**src/rtl/tcc_pkg.sv**
```systemverilog
// ----------------------------------------------------------------------------
// tcc_pkg
// Shared constants, types and helpers of the text console cursor engine.
// ----------------------------------------------------------------------------
package tcc_pkg;

    localparam int COLS        = 80;
    localparam int MAX_ROWS    = 25;
    localparam int SCREEN_SIZE = COLS * MAX_ROWS;

    localparam int COL_W     = 7;
    localparam int ROW_W     = 5;
    localparam int ADDR_W    = 11;
    localparam int CELL_W    = 16;
    localparam int CHAR_W    = 8;
    localparam int ATTR_W    = 8;
    localparam int CNT_W     = 16;
    localparam int RIU_W     = 5;
    localparam int PADDR_W   = 3;
    localparam int PDATA_W   = 32;

    localparam logic [CHAR_W-1:0] CODE_BACKSPACE = 8'h08;
    localparam logic [CHAR_W-1:0] CODE_TAB       = 8'h09;
    localparam logic [CHAR_W-1:0] CODE_NEWLINE   = 8'h0A;
    localparam logic [CHAR_W-1:0] CODE_KILL      = 8'h15;
    localparam logic [CHAR_W-1:0] CODE_SPACE     = 8'h20;

    localparam logic [CNT_W-1:0]  CNT_MAX        = {CNT_W{1'b1}};
    localparam logic [COL_W:0]    TAB_STEP       = (COL_W+1)'(8);

    localparam logic REQ_CHAR = 1'b0;
    localparam logic REQ_READ = 1'b1;

    localparam logic [RIU_W-1:0] ROWS_RESET = RIU_W'(15);
    localparam logic [ATTR_W-1:0] ATTR_RESET = ATTR_W'(7);

    typedef enum logic {
        REG_ROWS_IN_USE = 1'b0,
        REG_ATTRIBUTE   = 1'b1
    } reg_sel_t;

    // controller -> datapath
    typedef struct packed {
        logic latch;        // capture request, start cell read
        logic exec;         // commit character operation
        logic sweep_en;     // write one cell of a sweep
        logic sweep_blank;  // sweep fills blanks (else zeros, reset wipe)
        logic load_out;     // load the result register
    } tcc_cmd_t;

    // datapath -> controller
    typedef struct packed {
        logic blank_needed;
        logic sweep_last;
        logic out_free;
    } tcc_status_t;

    function automatic logic [ADDR_W-1:0] cell_addr(input logic [ROW_W-1:0] row,
                                                   input logic [COL_W-1:0] col);
        cell_addr = ADDR_W'(row) * ADDR_W'(COLS) + ADDR_W'(col);
    endfunction

endpackage

```
**src/rtl/tcc_ctrl.sv**
```systemverilog
// ----------------------------------------------------------------------------
// tcc_ctrl
// Sequencer: reset wipe, request capture, execute, blank sweep, result load.
// ----------------------------------------------------------------------------
module tcc_ctrl (
    input  logic                  clk,
    input  logic                  rst_n,
    input  logic                  req_valid,
    output logic                  req_ready,
    input  tcc_pkg::tcc_status_t  status,
    output tcc_pkg::tcc_cmd_t     cmd
);

    typedef enum logic [2:0] {
        ST_CLEAR,
        ST_IDLE,
        ST_EXEC,
        ST_BLANK,
        ST_FIN
    } state_t;

    state_t state_reg;
    state_t state_next;

    always_comb
    begin
        state_next = state_reg;
        cmd        = '0;
        req_ready  = 1'b0;
        case (state_reg)
            ST_CLEAR:
            begin
                cmd.sweep_en = 1'b1;
                if (status.sweep_last)
                    state_next = ST_IDLE;
            end
            ST_IDLE:
            begin
                req_ready = 1'b1;
                if (req_valid)
                begin
                    cmd.latch  = 1'b1;
                    state_next = ST_EXEC;
                end
            end
            ST_EXEC:
            begin
                cmd.exec = 1'b1;
                if (status.blank_needed)
                    state_next = ST_BLANK;
                else if (status.out_free)
                begin
                    cmd.load_out = 1'b1;
                    state_next   = ST_IDLE;
                end
                else
                    state_next = ST_FIN;
            end
            ST_BLANK:
            begin
                cmd.sweep_en    = 1'b1;
                cmd.sweep_blank = 1'b1;
                if (status.sweep_last)
                    state_next = ST_FIN;
            end
            ST_FIN:
            begin
                if (status.out_free)
                begin
                    cmd.load_out = 1'b1;
                    state_next   = ST_IDLE;
                end
            end
            default:
            begin
                state_next = ST_IDLE;
            end
        endcase
    end

    always_ff @(posedge clk or negedge rst_n)
    begin
        if (!rst_n)
            state_reg <= ST_CLEAR;
        else
            state_reg <= state_next;
    end

`ifndef NO_ASSERTIONS
    // an accepted request is always executed in the following cycle
    a_accept_exec: assert property (@(posedge clk) disable iff (!rst_n)
        (req_valid && req_ready) |=> (state_reg == ST_EXEC))
        else $error("accepted request not executed");

    // a sweep and a character commit never share the memory write port
    a_port_excl: assert property (@(posedge clk) disable iff (!rst_n)
        !(cmd.sweep_en && cmd.exec))
        else $error("sweep and execute overlap");
`endif

endmodule

```
**config.mk**
```make
export PLATFORM = sky130hd
export DESIGN_NAME = tcc_ctrl
export DESIGN_NICKNAME = d
export VERILOG_FILES = /design/src/rtl/tcc_pkg.sv /design/src/rtl/tcc_ctrl.sv
export SDC_FILE = /design/constraint.sdc
export NUM_CORES = 1
export LEC_CHECK = 0
export BUFFER_PORTS_ARGS = -buffer_cell sky130_fd_sc_hd__buf_2
export CAP_MARGIN = 25
export CORE_AREA = 2 2 39 41
export DETAILED_ROUTE_END_ITERATION = 8
export DIE_AREA = 0 0 41 43
export PLACE_DENSITY = 0.47
export SLEW_MARGIN = 30
export SYNTH_ARGS = -nofsm -noshare
export SYNTH_HDL_FRONTEND = slang
export SYNTH_SLANG_ARGS = --single-unit
```
**constraint.sdc**
```tcl
create_clock -name clk -period 1.2 [get_ports clk]
set_input_delay 0.36 -clock clk [delete_from_list [all_inputs] [get_ports clk]]
set_output_delay 0.36 -clock clk [all_outputs]
set_load 0.005 [all_outputs]
```
==> PnR_summary.wiki <==
{| class="wikitable"
! Metric !! Value
|-
| DR WL/cell || ~10 um
|-
| Final period util || 128%
|-
| Highest attainable clock frequency || ~650 MHz
|-
| Filler Cells Inserted || roughly 160
|-
| Wire length reported by the detailed router || between 800 and 900 um
|-
| Clock latency reported for the late side of the worst-skew pair || 0.24 ns
|-
| Number of instances in the synthesized netlist || 32
|-
| Delay of the slowest cell on the worst path || between 0.4 and 0.5 ns
|-
| RSZ-0062 raised after global routing || true
|-
| Worst hold path type || input port to async pin
|-
| Slew Limit Fails || 0
|-
| Sequential-to-total area share from yosys stat || between 20 and 30%
|-
| Critical Path Stages || 5
|-
| Kind of capture point of the worst setup path || output port
|-
| PD cells || 2800 nW/um2
|-
| Number of flip-flops and latches in the synthesized netlist || 3
|-
| Min Tclk post-route || around 1.5 ns
|-
| Setup slack, reg-to-reg || -0.10 ns
|-
| Die boundary width || just over 40 um
|-
| Final weighted congestion in routability-driven placement || between 0.7 and 0.8
|-
| Effective utilization at floorplan || 18.2%
|-
| Number of endpoints with negative hold slack in the final report || 0
|-
| PortBufs || 11
|-
| Data required time at the worst endpoint || 0.84 ns
|-
| CTS tree || yes
|-
| End-of-flow core utilization || a little under two fifths
|-
| Maximum number of pins on one net before global-route repair || 8
|-
| Leakage power of the design || 0.257 nW
|-
| Capturing element of the worst setup path || cmd[0]
|-
| Capture instance of the worst register-to-register path || state_reg[2]
|-
| Total half-perimeter wirelength after legalization and detailed placement || approximately 550 um
|-
| Headroom to the max-slew limit || between 80 and 90%
|-
| Largest fanout on the critical path || 5
|-
| Chain of cells forming the critical path || buf_4 > nand2b_4 > o21ai_2 > and3b_1 > buf_2
|-
| DRC errors left || 0
|-
| Final number of setup-violating endpoints || 8
|-
| Peak VDD IR || about 930 uV
|-
| Number of iterations in the first detailed-routing pass || 1
|-
| Die Ht || about 43 um
|-
| Final nets || ~70
|-
| Max-cap violations || 0
|-
| Worst path bufs/invs || 2
|-
| Number of clock sinks || 3
|-
| Worst setup skew after layout || 0.00164 ns
|-
| Number of routed nets with antenna violations || 0
|-
| Core box area || 1380 um2
|-
| Netlist Area Pre-Place || roughly 250 um2
|-
| Cts bufs inserted || 3
|-
| Number of flip-flops in the largest register || 3
|-
| Arrival time of data at the critical path endpoint || around 1.2 ns
|-
| Startpoint type of the worst setup path || flip-flop
|-
| Fin Setup TNS || -1.96 ns
|-
| Io pins || 12
|-
| Relative area change from synthesis to final layout || 103%
|-
| Number of nets in the synthesized netlist || 38
|-
| Grt total ovfl || 0
|-
| Violated checks || setup timing
|-
| Library cells used by synthesis || 20
|-
| Layout cell share with drive strength beyond 1 || ~65%
|-
| Global-route usage over all layers || approximately an eighth
|-
| Pwr Total || 1.43 mW
|-
| Count of antenna diodes in the layout || 0
|-
| Cell with the largest stage delay on the worst path || sky130_fd_sc_hd__dfrtp_2
|-
| Register-to-Register Path Depth || 5
|-
| Global-route wire length before repair || about 1300 um
|-
| Number of antenna violations at the first check in global routing || 0
|-
| Kind of cell with the highest combined delay on the critical path || flip-flops
|-
| Launch point of the critical path || state_reg[2]
|-
| Number of rows created at floorplan || 14
|-
| Type of the setup path with the least slack || flip-flop to output port
|-
| Cell taking the most area after synthesis || sky130_fd_sc_hd__dfrtp_1
|-
| DR iter-0 viols || 0
|-
| Via total after detailed routing || around 350
|-
| Via count of the first global-routing pass || 335
|-
| Worst-case clock buffer depth || 2
|-
| Via density per instance || 4.53
|-
| Area contributors post-synth || sky130_fd_sc_hd__dfrtp_1 30%, sky130_fd_sc_hd__nand2b_1 10%, sky130_fd_sc_hd__nor2_1 9.0%
|-
| Clock Root Buffer || sky130_fd_sc_hd__clkbuf_4
|-
| Yosys warning total || 0
|-
| Clock H-tree levels || 1
|-
| Clk pin slew, worst setup/hold paths || around 0.04 ns
|-
| Worst setup slack after layout || -0.341 ns
|-
| DIE AREA || roughly 1800 um2
|-
| Mean cell area of the mapped netlist || 7.86 um2
|-
| Portion of synthesized cell area occupied by the leading cell type || between 20% and 30%
|-
| Least-Margin Pin Slew || 0.232 ns
|-
| Reg2Reg Launch Point || state_reg[1]
|-
| Outcome || finished, violations left
|}
==> metrics by stage <==
stage | worst slack [ns] | hold WS, ns | instances | area (um2)
after detailed placement | -0.112 | 0.160 | 66 | 387
final | -0.341 | 0.447 | 78 | 512
after CTS | -0.340 | 0.444 | 75 | 474
after global placement | -0.0938 | 0.162 | 66 | 387
after global routing | -0.404 | 0.452 | 78 | 512
after floorplan | 0.0203 | 0.0644 | 32 | 269
==> worst reg2reg max path: cells and delay by family, from the launching register on <==
kind                   cells  cell delay [ns]
buffers and inverters      2             0.25
flip-flops                 1             0.44
AO/OA/AOI/OAI              2             0.25
AND/OR/NAND/NOR            1             0.23
==> layer usage <==
layer / vias to the layer above / GRT usage (%) / wire, um
li1: 176 / - / -
met4: 0 / 12.0 / 12
met3: 2 / 3.14 / 38
met2: 11 / 17.2 / 415
met5: - / 0 / 0
met1: 164 / 12.6 / 338
==> cells in the mapped netlist, drive strengths merged <==
cell type	n
a21oi	2
a311oi	1
a31o	1
and3b	1
buf	1
clkbuf	1
dfrtp	3
inv	1
nand2	1
nand2b	4
nor2	6
nor3b	1
nor4	1
o21ai	1
o21bai	2
o31ai	1
or2	1
or3	1
or4	1
xor2	1
==> repair_timing <==
action | CTS | global route
hold buffers | 1 | 0
hold endpoints to repair | 3 | 0
pin swaps | 4 | 5
endpoints found under the setup margin | 9 | 9
resized for setup | 7 | 5
buffers inserted | 5 | 4
==> power by group <==
| group | total [mW] | internal, mW | switching, mW |
|---|---|---|---|
| logic | 0.998 | 0.625 | 0.373 |
| clock network | 0.179 | 0.125 | 0.0545 |
| registers | 0.257 | 0.166 | 0.0910 |
| total | 1.43 | 0.916 | 0.518 |
==> kinds of logic after synthesis <==
| family | Yosys count | share of synthesized area (%) |
|---|---|---|
| flip-flops | 3 | 29.8 |
| AND/OR/NAND/NOR | 17 | 37.3 |
| XOR/XNOR | 1 | 3.48 |
| buffers and inverters | 3 | 7.46 |
| AO/OA/AOI/OAI | 8 | 21.9 |
==> placed cells by master, fill, tap and decap left out, types with 2 or more instances in the layout <==
master	synthesis	final
sky130_fd_sc_hd__buf_2	0	11
sky130_fd_sc_hd__buf_4	0	14
sky130_fd_sc_hd__buf_6	1	2
sky130_fd_sc_hd__clkbuf_4	0	3
sky130_fd_sc_hd__dfrtp_2	0	3
sky130_fd_sc_hd__nand2b_4	0	3
sky130_fd_sc_hd__nor2_1	6	6
sky130_fd_sc_hd__o21bai_1	2	2
==> layout make-up <==
| type | count | area [um2] | area share [%] |
|---|---|---|---|
| repair buffers | 28 | 193 | 37.7 |
| clock buffers | 4 | 26.3 | 5.13 |
| flip-flops and latches | 3 | 78.8 | 15.4 |
| inverters | 1 | 3.75 | 0.733 |
| well taps | 16 | 20.0 | 3.91 |
| multi-input cells | 26 | 190 | 37.2 |
==> how the worst min path moves through the flow <==
stage / to / cells past startpoint / startpoint
2_1_floorplan: state_reg[0] / 0 / rst_n
5_1_grt: state_reg[1] / 2 / rst_n
6_report: state_reg[1] / 2 / rst_n
3_3_place_gp: state_reg[2] / 1 / rst_n
4_1_cts: state_reg[1] / 2 / rst_n
3_5_place_dp: state_reg[0] / 1 / rst_n
Power figures use the tool's default switching activity.
