$ cat config.mk
export PLATFORM = sky130hd
export DESIGN_NAME = tcc_regs
export DESIGN_NICKNAME = d
export VERILOG_FILES = /design/src/rtl/tcc_pkg.sv /design/src/rtl/tcc_regs.sv
export SDC_FILE = /design/constraint.sdc
export NUM_CORES = 1
export LEC_CHECK = 0
export ABC_AREA = 1
export BUFFER_PORTS_ARGS = -buffer_cell sky130_fd_sc_hd__buf_2
export CAP_MARGIN = 20
export CELL_PAD_IN_SITES_DETAIL_PLACEMENT = 1
export CELL_PAD_IN_SITES_GLOBAL_PLACEMENT = 1
export CORE_ASPECT_RATIO = 0.8
export CORE_UTILIZATION = 23
export CTS_BUF_LIST = sky130_fd_sc_hd__clkbuf_4
export CTS_CLUSTER_DIAMETER = 60
export CTS_CLUSTER_SIZE = 24
export DETAILED_ROUTE_END_ITERATION = 10
export PLACE_DENSITY_LB_ADDON = 0.3
export SETUP_SLACK_MARGIN = 0.02
export SYNTH_ARGS = -nofsm -noshare
export SYNTH_HDL_FRONTEND = slang
export SYNTH_SLANG_ARGS = --single-unit
$ cat constraint.sdc
create_clock -name clk -period 1.03 [get_ports clk]
set_clock_uncertainty 0.1 [all_clocks]
set_input_delay 0.0515 -clock clk [delete_from_list [all_inputs] [get_ports clk]]
set_output_delay 0.0515 -clock clk [all_outputs]
set_load 0.02 [all_outputs]
$ cat src/rtl/tcc_pkg.sv
// ----------------------------------------------------------------------------
// tcc_pkg
// Shared constants, types and helpers of the text console cursor engine.
// ----------------------------------------------------------------------------
package tcc_pkg;

    localparam int COLS        = 80;
    localparam int MAX_ROWS    = 25;
    localparam int SCREEN_SIZE = COLS * MAX_ROWS;

    localparam int COL_W     = 7;
    localparam int ROW_W     = 5;
    localparam int ADDR_W    = 11;
    localparam int CELL_W    = 16;
    localparam int CHAR_W    = 8;
    localparam int ATTR_W    = 8;
    localparam int CNT_W     = 16;
    localparam int RIU_W     = 5;
    localparam int PADDR_W   = 3;
    localparam int PDATA_W   = 32;

    localparam logic [CHAR_W-1:0] CODE_BACKSPACE = 8'h08;
    localparam logic [CHAR_W-1:0] CODE_TAB       = 8'h09;
    localparam logic [CHAR_W-1:0] CODE_NEWLINE   = 8'h0A;
    localparam logic [CHAR_W-1:0] CODE_KILL      = 8'h15;
    localparam logic [CHAR_W-1:0] CODE_SPACE     = 8'h20;

    localparam logic [CNT_W-1:0]  CNT_MAX        = {CNT_W{1'b1}};
    localparam logic [COL_W:0]    TAB_STEP       = (COL_W+1)'(8);

    localparam logic REQ_CHAR = 1'b0;
    localparam logic REQ_READ = 1'b1;

    localparam logic [RIU_W-1:0] ROWS_RESET = RIU_W'(15);
    localparam logic [ATTR_W-1:0] ATTR_RESET = ATTR_W'(7);

    typedef enum logic {
        REG_ROWS_IN_USE = 1'b0,
        REG_ATTRIBUTE   = 1'b1
    } reg_sel_t;

    // controller -> datapath
    typedef struct packed {
        logic latch;        // capture request, start cell read
        logic exec;         // commit character operation
        logic sweep_en;     // write one cell of a sweep
        logic sweep_blank;  // sweep fills blanks (else zeros, reset wipe)
        logic load_out;     // load the result register
    } tcc_cmd_t;

    // datapath -> controller
    typedef struct packed {
        logic blank_needed;
        logic sweep_last;
        logic out_free;
    } tcc_status_t;

    function automatic logic [ADDR_W-1:0] cell_addr(input logic [ROW_W-1:0] row,
                                                   input logic [COL_W-1:0] col);
        cell_addr = ADDR_W'(row) * ADDR_W'(COLS) + ADDR_W'(col);
    endfunction

endpackage

$ cat src/rtl/tcc_regs.sv
// ----------------------------------------------------------------------------
// tcc_regs
// APB configuration registers: active row count and write attribute.
// ----------------------------------------------------------------------------
module tcc_regs (
    input  logic                          clk,
    input  logic                          rst_n,
    input  logic                          psel,
    input  logic                          penable,
    input  logic                          pwrite,
    input  logic [tcc_pkg::PADDR_W-1:0]   paddr,
    input  logic [tcc_pkg::PDATA_W-1:0]   pwdata,
    output logic [tcc_pkg::PDATA_W-1:0]   prdata,
    output logic                          pready,
    output logic [tcc_pkg::RIU_W-1:0]     rows_in_use,
    output logic [tcc_pkg::ATTR_W-1:0]    attribute
);

    logic [tcc_pkg::RIU_W-1:0]  rows_reg;
    logic [tcc_pkg::ATTR_W-1:0] attr_reg;
    tcc_pkg::reg_sel_t          sel;
    logic                       wr_en;

    assign pready = 1'b1;
    assign sel    = tcc_pkg::reg_sel_t'(paddr[2]);
    assign wr_en  = psel && penable && pwrite;

    always_ff @(posedge clk or negedge rst_n)
    begin
        if (!rst_n)
        begin
            rows_reg <= tcc_pkg::ROWS_RESET;
            attr_reg <= tcc_pkg::ATTR_RESET;
        end
        else if (wr_en)
        begin
            case (sel)
                tcc_pkg::REG_ROWS_IN_USE: rows_reg <= pwdata[tcc_pkg::RIU_W-1:0];
                tcc_pkg::REG_ATTRIBUTE:   attr_reg <= pwdata[tcc_pkg::ATTR_W-1:0];
                default:                  rows_reg <= rows_reg;
            endcase
        end
    end

    always_comb
    begin
        case (sel)
            tcc_pkg::REG_ROWS_IN_USE: prdata = tcc_pkg::PDATA_W'(rows_reg);
            tcc_pkg::REG_ATTRIBUTE:   prdata = tcc_pkg::PDATA_W'(attr_reg);
            default:                  prdata = '0;
        endcase
    end

    assign rows_in_use = rows_reg;
    assign attribute   = attr_reg;

endmodule

==> results_dict.tcl, run 1 <==
set metrics [dict create \
    pin_count 86 \
    whs_ns 0.0674 \
    synth-async-reset-ratio_pct 100 \
    ys.flop_type "dfstp_2" \
    reg2reg_depth 3 \
    antenna_found_initial 0 \
    power_frac_clock_pct 16.8 \
    grt_pass1_vias 819 \
    hpwl_mm 1.60 \
    violations "setup timing" \
    clkSinkCount 13 \
    die_w_um 69.4 \
    die_area_mm2 0.00389 \
    fillers 428 \
    clk_pin_slew_ns 0.09 \
    fp.coreArea_mm2 0.00345 \
    antenna_cells 0 \
    max_freq_mhz 813 \
    crit_type "flop to output port" \
    htree_levels 1 \
    first_pass_iters 2 \
    drt_iter0_markers 3 \
    insertion_delay_ns 0.29 \
    yosysTopAreaCellShare_pct 24.2 \
    vdd_drop_max_mv 0.560 \
    wl_mm 2.28 \
    netSwitchingPower_uw 784 \
    ys_seq_elements 13 \
    yosys.area.top_type "buf_4" \
    grt_setup_unrepaired "true" \
    yosysSeqAreaShare_pct 39.9 \
    hp-class "input pin to flop" \
    synth.avg_cell_area_um2 7.61 \
    drv_cap 0 \
    syn_to_final_growth_pct 53.2 \
    p_seq_share_pct 36.6 \
    setup_ws_ns -0.199 \
    power.internal_mw 1.23 \
    powerDensity_mw_per_mm2 1570 \
    finalCritPeriodShare_pct 119 \
    finalHoldViolations 0 \
    fin_util_pct 37.2 \
    synth_area_leaders "buf_4, dfstp_2, nand2_1" \
    drc 0 \
    track_usage_pct 12.5 \
    root_buffer "clkbuf_4" \
    end_kind "output port" \
    leakage_nw 0.721 \
    reg2reg_slack_ns 0.13 \
    min_from "pwrite" \
    initial_utilization_pct 24.3 \
    final-setup-viol-count 17 \
    pwr-share-comb_pct 46.6 \
    min_path_cells 5 \
    slew_violations 0 \
    ys_types 11 \
    min_period_ns 1.23 \
    synth-edff-count 0 \
    grt_first_pass_wirelength_mm 3.84 \
    tritoncts "yes" \
    post-synth-top-count-cell "nand2_1" \
    synth_warnings 0 \
    cp_max_fo 3 \
    power_switching_share_pct 38.9 \
    cp_data_required_time_ns 0.88 \
    drive_above_1_share_pct 39.9 \
    synth_common_cells "nand2_1, buf_4, nand3_1, dfstp_2, dfrtp_1" \
    outcome "complete, but fails checks" \
    drtAntennaViolNets 0 \
    rr_startpoint "attribute[1]" \
    holdPathEnd "attribute[0]" \
    power.total_mw 2.02 \
    vias_per_cell 4.12 \
    grt-ovfl-total 0 \
    io_buffer_count 34 \
    worstReg2RegEnd "attribute[1]" \
    fp.dieH_um 56.0 \
    row_count 19 \
    numCtsBuffers 3 \
    layout.nets 204 \
    cts_max_path_buffers 2 \
    worstSetupStartpointType "flop" \
    gp_congestion 0.690 \
    grt_max_degree 14 \
    syn_area_um2 837 \
    wl_per_cell_um 11.1 \
    via_count 844 \
    worstPathArrival_ns 1.08 \
    synthCells 110 \
]
## cells in the final DEF (no fill, tap or decap)
| master | netlist | layout |
|---|---|---|
| nand4_1 | 2 | 2 |
| dfstp_2 | 7 | 7 |
| buf_4 | 27 | 10 |
| nor2_4 | 1 | 1 |
| inv_1 | 5 | 4 |
| buf_6 | 1 | 22 |
| clkbuf_4 | 0 | 3 |
| inv_2 | 0 | 1 |
| nand2_2 | 0 | 6 |
| nand3_1 | 13 | 13 |
| buf_2 | 1 | 14 |
| dlygate4sd3_1 | 0 | 9 |
| clkinv_2 | 0 | 1 |
| nand2_1 | 45 | 39 |
| conb_1 | 2 | 25 |
| dfrtp_1 | 6 | 6 |
## logic make-up after synthesis
logic type / share of synthesized area (%)
simple gates: 30.8
buf+inv: 28.4
flops: 39.9
other cells: 0.897
## worst max-delay path by stage
stage / from / end / depth (start not counted)
CTS: rows_in_use[0] / prdata[0] / 3
finish: rows_in_use[0] / prdata[0] / 3
global placement: attribute[2] / prdata[2] / 3
detailed placement: paddr[2] / rows_in_use[4] / 5
global route: attribute[0] / prdata[0] / 3
floorplan: attribute[0] / prdata[0] / 2
## layout make-up
class	instances	area, um^2	area share [%]
Multi-Input combinational cell	86	367	28.6
Timing Repair Buffer	55	483	37.7
Sequential cell	13	334	26.0
Tap cell	42	52.6	4.10
Clock inverter	1	5.00	0.390
Inverter	5	18.8	1.46
Clock buffer	3	22.5	1.76
## through the flow
step                std cells  TNS (ns)  area, um^2  setup WS (ns)
finish                    205     -2.02        1280         -0.199
global placement          185         0         965         0.0921
CTS                       200     -1.99        1190         -0.210
detailed placement        185         0         965         0.0839
global route              205     -2.92        1280         -0.250
floorplan                 133         0         923         0.0773
## registers in the layout (all words and copies together), names as in the netlist
name and flops:
attribute 8, rows_in_use 5
## per-layer routing
layer / vias up / share of wire, % / global-route usage (%)
li1: 394 / - / -
met1: 405 / 47 / 16.4
met2: 42 / 45 / 20.0
met3: 3 / 7.4 / 3.80
met4: 0 / 0.92 / 3.50
met5: - / 0 / 0
## worst max-delay path, stage by stage, from the launching register on
cell and delay (ns):
dfstp_2 0.56, nand2_1 0.05, nand2_1 0.07, buf_6 0.11
## what timing repair did
action                                 4_1_cts  5_1_grt
setup endpoints to repair                   21       21
pin swaps                                   11        8
gates resized for setup                     30       20
endpoints found under the hold margin       26        0
hold buffers                                 9        0
setup buffers                                2        5
## power by group through the flow
stage / registers, mW / logic (mW) / clock network, mW
after floorplan: 0.844 / 0.367 / 0
after global placement: 0.724 / 0.630 / 0
after detailed placement: 0.728 / 0.645 / 0
after CTS: 0.731 / 0.820 / 0.350
after global routing: 0.755 / 1.01 / 0.383
final: 0.739 / 0.940 / 0.340
Power figures use the tool's default switching activity.
==> run 2: changes to the inputs <==
--- a/config.mk
+++ b/config.mk
@@ -5,13 +5,13 @@
 export SDC_FILE = /design/constraint.sdc
 export NUM_CORES = 1
 export LEC_CHECK = 0
-export ABC_AREA = 1
 export BUFFER_PORTS_ARGS = -buffer_cell sky130_fd_sc_hd__buf_2
 export CAP_MARGIN = 20
 export CELL_PAD_IN_SITES_DETAIL_PLACEMENT = 1
 export CELL_PAD_IN_SITES_GLOBAL_PLACEMENT = 1
 export CORE_ASPECT_RATIO = 0.8
-export CORE_UTILIZATION = 23
+export CORE_MARGIN = 2
+export CORE_UTILIZATION = 24
 export CTS_BUF_LIST = sky130_fd_sc_hd__clkbuf_4
 export CTS_CLUSTER_DIAMETER = 60
 export CTS_CLUSTER_SIZE = 24
==> constraint.sdc (replaced) <==
create_clock -name clk -period 1.03 [get_ports clk]
set_clock_uncertainty 0.1 [all_clocks]
set_input_delay 0.0515 -clock clk [delete_from_list [all_inputs] [get_ports clk]]
set_output_delay 0.0515 -clock clk [all_outputs]
set_load 0.005 [all_outputs]
==> run 2 against run 1 <==
The flow still finishes with violations (setup timing). Critical path depth decreased by 1. Area after synthesis decreased by 3.1%. Sequential share of layout area increased by 0.95 points. Highest routed layer is now met3. Clock power decreased by 8.5%. Setup slack improved by 0.016 ns. Via count decreased by 28%. Final cell count decreased by 23%. Synthesized cell count decreased by 42%. First-iteration DRC count decreased by 33%. Maximum frequency increased by 1.3%.
==> results_dict.tcl, run 2 <==
set metrics [dict create \
    synth.avg_cell_area_um2 12.7 \
    antenna_cells 0 \
    fin_util_pct 39.2 \
    vias_per_cell 3.84 \
    track_usage_pct 10.2 \
    tritoncts "yes" \
    violations "setup timing" \
    io_buffer_count 34 \
    finalCritPeriodShare_pct 118 \
    reg2reg_depth 3 \
    min_period_ns 1.21 \
    ys.flop_type "dfstp_2" \
    power.total_mw 1.88 \
    syn_to_final_growth_pct 52.6 \
    antenna_found_initial 0 \
    row_count 18 \
    layout_commonest_cell "conb_1" \
    synth-edff-count 0 \
    vdd_drop_max_mv 0.620 \
    numCtsBuffers 3 \
    synth-async-reset-ratio_pct 100 \
    worstReg2RegEnd "rows_in_use[4]" \
    synthCells 64 \
    grt_max_degree 14 \
    clk_pin_slew_ns 0.09 \
    clkSinkCount 13 \
    fp.dieH_um 56.0 \
    synth_warnings 0 \
    drc 0 \
    root_buffer "clkbuf_4" \
    drive_above_1_share_pct 66.1 \
    first_pass_iters 2 \
    drtAntennaViolNets 0 \
    fp.coreArea_mm2 0.00315 \
    drv_cap 0 \
    grt_setup_unrepaired "true" \
    hp-class "input pin to async pin" \
    layout_common_cells "conb_1, buf_2, buf_6" \
    worstSetupStartpointType "flop" \
    ys_seq_elements 13 \
    yosysSeqAreaShare_pct 41.2 \
    cp_max_fo 3 \
    ys_types 9 \
    die_area_mm2 0.00386 \
    drt_iter0_markers 2 \
    hpwl_mm 1.38 \
    crit_type "flop to output port" \
    reg2reg_slack_ns -0.07 \
    via_count 607 \
    grt_first_pass_wirelength_mm 2.87 \
    leakage_nw 0.640 \
    yosys.area.top_type "mux2_2" \
    placed_area_um2 933 \
    htree_levels 1 \
    whs_ns 0.0819 \
    syn_area_um2 811 \
    worstPathArrival_ns 1.06 \
    setup_ws_ns -0.183 \
    fillers 361 \
    final-setup-viol-count 20 \
    layout.nets 159 \
    max_freq_mhz 824 \
    gp_congestion 0.610 \
    insertion_delay_ns 0.28 \
    synth_common_cells "buf_4, mux2_2, dfstp_2, dfrtp_1, and2_2" \
    post-synth-top-count-cell "buf_4" \
    finalHoldViolations 0 \
    outcome "complete, but fails checks" \
    end_kind "output port" \
    die_w_um 69.0 \
    pin_count 86 \
    yosysTopAreaCellShare_pct 25.0 \
    slew_violations 0 \
    cts_max_path_buffers 2 \
    grt-ovfl-total 0 \
    wl_mm 1.96 \
    cp_data_required_time_ns 0.88 \
    fin_area_mm2 0.00124 \
    rr_startpoint "rows_in_use[4]" \
    largest_reg_flops 8 \
    powerDensity_mw_per_mm2 1520 \
    final.setup.tns_ns -1.77 \
    initial_utilization_pct 25.7 \
    grt_pass1_vias 619 \
    synth_area_leaders "mux2_2, buf_4, dfstp_2" \
    wl_per_cell_um 12.4 \
]
## run 2: cell count changes after synthesis, sizes merged
| cell | delta |
|---|---|
| nand4b | +1 |
| and2 | +3 |
| mux2 | +18 |
| nand2 | -45 |
| inv | -5 |
| nand4 | -1 |
| buf | -3 |
| nor2 | -1 |
| nand3 | -13 |
## run 2: area by class of cell
class	instances	area (um^2)	share of cell area, %
flip-flops and latches	13	334	27.0
clock inverters	1	5.00	0.404
clock buffers	3	22.5	1.82
repair buffers	53	432	34.9
multi-input cells	48	394	31.9
well taps	40	50.0	4.04
## run 2: stage by stage
step	std cells	worst slack (ns)
2_1_floorplan	87	0.158
3_3_place_gp	137	0.0496
3_5_place_dp	137	0.0241
4_1_cts	156	-0.191
5_1_grt	158	-0.237
6_report	158	-0.183
## run 2: how the worst max path moves through the flow
stage / start / endpoint / slack [ns]
after floorplan: paddr[2] / rows_in_use[4] / 0.16
after global placement: paddr[2] / prdata[1] / 0.05
after detailed placement: paddr[2] / prdata[0] / 0.02
after CTS: attribute[2] / prdata[2] / -0.19
after global routing: rows_in_use[2] / prdata[2] / -0.24
final: rows_in_use[2] / prdata[2] / -0.18
## run 2: cells by family after synthesis
logic type	after synthesis	share of synthesized area, %
buffers and inverters	26	24.5
DFF	13	41.2
muxes	18	25.0
other	2	0.926
and+or+nand+nor	5	8.33
## run 2: per-layer routing
layer / vias up / GRT usage, % / wire length [um]
met5: - / 0 / 0
met4: 0 / 0 / 0
met3: 0 / 4.25 / 148
met2: 33 / 20.5 / 1110
met1: 302 / 9.86 / 696
li1: 272 / - / -
## run 2: critical path, cell delays in order, from the launching register on
cell and delay, ns:
dfstp_2 0.55, mux2_4 0.15, buf_6 0.09
## run 2: repair_timing
item | 4_1_cts | 5_1_grt
resized for setup | 17 | 10
setup endpoints to repair | 15 | 23
hold endpoints to repair | 26 | 0
pin swaps | 3 | 0
buffers inserted | 6 | 2
hold buffers | 9 | 0
## run 2: power breakdown
| part | switching [mW] | internal, mW |
|---|---|---|
| Combinational | 0.262 | 0.564 |
| Sequential | 0.0780 | 0.668 |
| Clock | 0.167 | 0.144 |
| Total | 0.507 | 1.38 |
==> run 3: changes to the inputs <==
==> constraint.sdc (replaced) <==
create_clock -name clk -period 1.03 [get_ports clk]
set_clock_uncertainty 0.1 [all_clocks]
set_input_delay 0.103 -clock clk [delete_from_list [all_inputs] [get_ports clk]]
set_output_delay 0.103 -clock clk [all_outputs]
set_load 0.005 [all_outputs]
==> run 3 against run 2 <==
The run still ends with setup timing left. Total power fell by 0.11%. Global-route usage increased by 0.43 points. Critical path depth stayed put. Non-clock buffer count down 1. Count of clock-buffer cells in the layout unchanged. Sequential power grew 0.5%. Highest routed layer unchanged. Largest power group unchanged. Largest cell class unchanged. Clock power about the same. Maximum frequency shrank 4.2%. Wire length down 0.31%. Die area did not move. First-iteration DRC count grew to 2.5 times the previous value.
==> results_dict.tcl, run 3 (same netlist as run 2, synthesis figures left out) <==
set metrics [dict create \
    io_buffer_count 34 \
    first_pass_iters 4 \
    final-setup-viol-count 20 \
    placed_cells 137 \
    fp.dieH_um 56.0 \
    finalHoldViolations 0 \
    htree_levels 1 \
    setup_ws_ns -0.236 \
    fillers 354 \
    grt_max_degree 14 \
    via_count 599 \
    root_buffer "clkbuf_4" \
    power.total_mw 1.88 \
    crit_type "flop to output port" \
    wl_per_cell_um 12.4 \
    stdcell_count 157 \
    layout_common_cells "conb_1, buf_2, buf_6" \
    cp_data_required_time_ns 0.83 \
    grt_first_pass_wirelength_mm 3.05 \
    fin_area_mm2 0.00124 \
    crit_chain "mux2_4, buf_6" \
    wl_mm 1.95 \
    drv_cap 0 \
    tritoncts "yes" \
    drtAntennaViolNets 0 \
    whs_ns 0.125 \
    clk_pin_slew_ns 0.09 \
    grt_setup_unrepaired "true" \
    drc 0 \
    hp-class "input pin to async pin" \
    drive_above_1_share_pct 65.8 \
    syn_to_final_growth_pct 53.2 \
    min_period_ns 1.27 \
    cp_num_buf_inv 1 \
    finalCritPeriodShare_pct 123 \
    slew_violations 0 \
    antenna_found_initial 0 \
    worstPathArrival_ns 1.06 \
    worstSetupStartpointType "flop" \
    layout_commonest_cell "conb_1" \
    numCtsBuffers 3 \
    pin_count 86 \
    outcome "complete, but fails checks" \
    track_usage_pct 10.6 \
    dpl_worst_slack_ns -0.0295 \
    fin_util_pct 39.4 \
    end_kind "output port" \
    placed_area_um2 946 \
    grt_pass1_vias 634 \
    cts_max_path_buffers 2 \
    die_w_um 69.0 \
    antenna_cells 0 \
    vdd_drop_max_mv 0.548 \
    row_count 18 \
    powerDensity_mw_per_mm2 1510 \
    final.setup.tns_ns -2.64 \
    initial_utilization_pct 25.7 \
    clkSinkCount 13 \
    layout.nets 158 \
    vias_per_cell 3.82 \
    slowest_stage "dfstp_2" \
    drt_iter0_markers 5 \
    gp_congestion 0.603 \
    die_area_mm2 0.00386 \
    crit_family "flip-flops" \
    grt-ovfl-total 0 \
    cp_max_fo 2 \
    max_freq_mhz 790 \
    fp.coreArea_mm2 0.00315 \
    insertion_delay_ns 0.28 \
    cpPeakStageDelay_ns 0.55 \
    violations "setup timing" \
    leakage_nw 0.637 \
    largest_reg_flops 8 \
]
## run 3: cell types whose count changed in the layout (fill, tap and decap cells not counted), sizes merged
cell | before | now
buf | 44 | 43
## run 3: cell type report
cell class              instances  area (um^2)  share of cell area [%]
flip-flops and latches         13          334                    26.9
well taps                      40         50.0                    4.03
clock inverters                 1         5.00                   0.403
repair buffers                 52          440                    35.4
multi-input cells              48          390                    31.4
clock buffers                   3         22.5                    1.81
## run 3: path summary, 6_finish.rpt
path                                 from        endpoint  slack (ns)  cells past startpoint
min in group clk                  penable  rows_in_use[1]        0.18                      3
setup reg to reg             attribute[5]    attribute[5]        0.03                      2
setup / recovery           rows_in_use[2]       prdata[2]       -0.24                      2
hold / removal                      rst_n  rows_in_use[4]        0.13                      2
hold reg to reg              attribute[3]    attribute[3]        0.45                      1
max in group asynchronous           rst_n    attribute[0]        0.41                      2
## run 3: per-layer routing
layer,global-route usage (%),vias to the layer above,part of all wire [%]
li1,-,270,-
met5,0,-,0
met2,19.0,35,52
met3,3.64,0,8.1
met1,12.9,294,40
met4,0,0,0
## run 3: what timing repair did
item | in CTS | in global routing
setup buffers | 7 | 0
hold buffers | 9 | 0
pin swaps | 3 | 0
endpoints found under the hold margin | 26 | 0
gates resized for setup | 22 | 5
setup endpoints to repair | 20 | 25
gates cloned | 0 | 0
## run 3: where the power goes
part / internal [mW] / total, mW / switching (mW)
combinational: 0.558 / 0.818 / 0.260
sequential: 0.668 / 0.750 / 0.0812
clock: 0.144 / 0.314 / 0.170
total: 1.37 / 1.88 / 0.511
## run 3: worst reg2reg max path, cell delays in order, from the launching register on
cell and delay [ns]:
dfrtp_1 0.41, buf_6 0.13, mux2_4 0.25
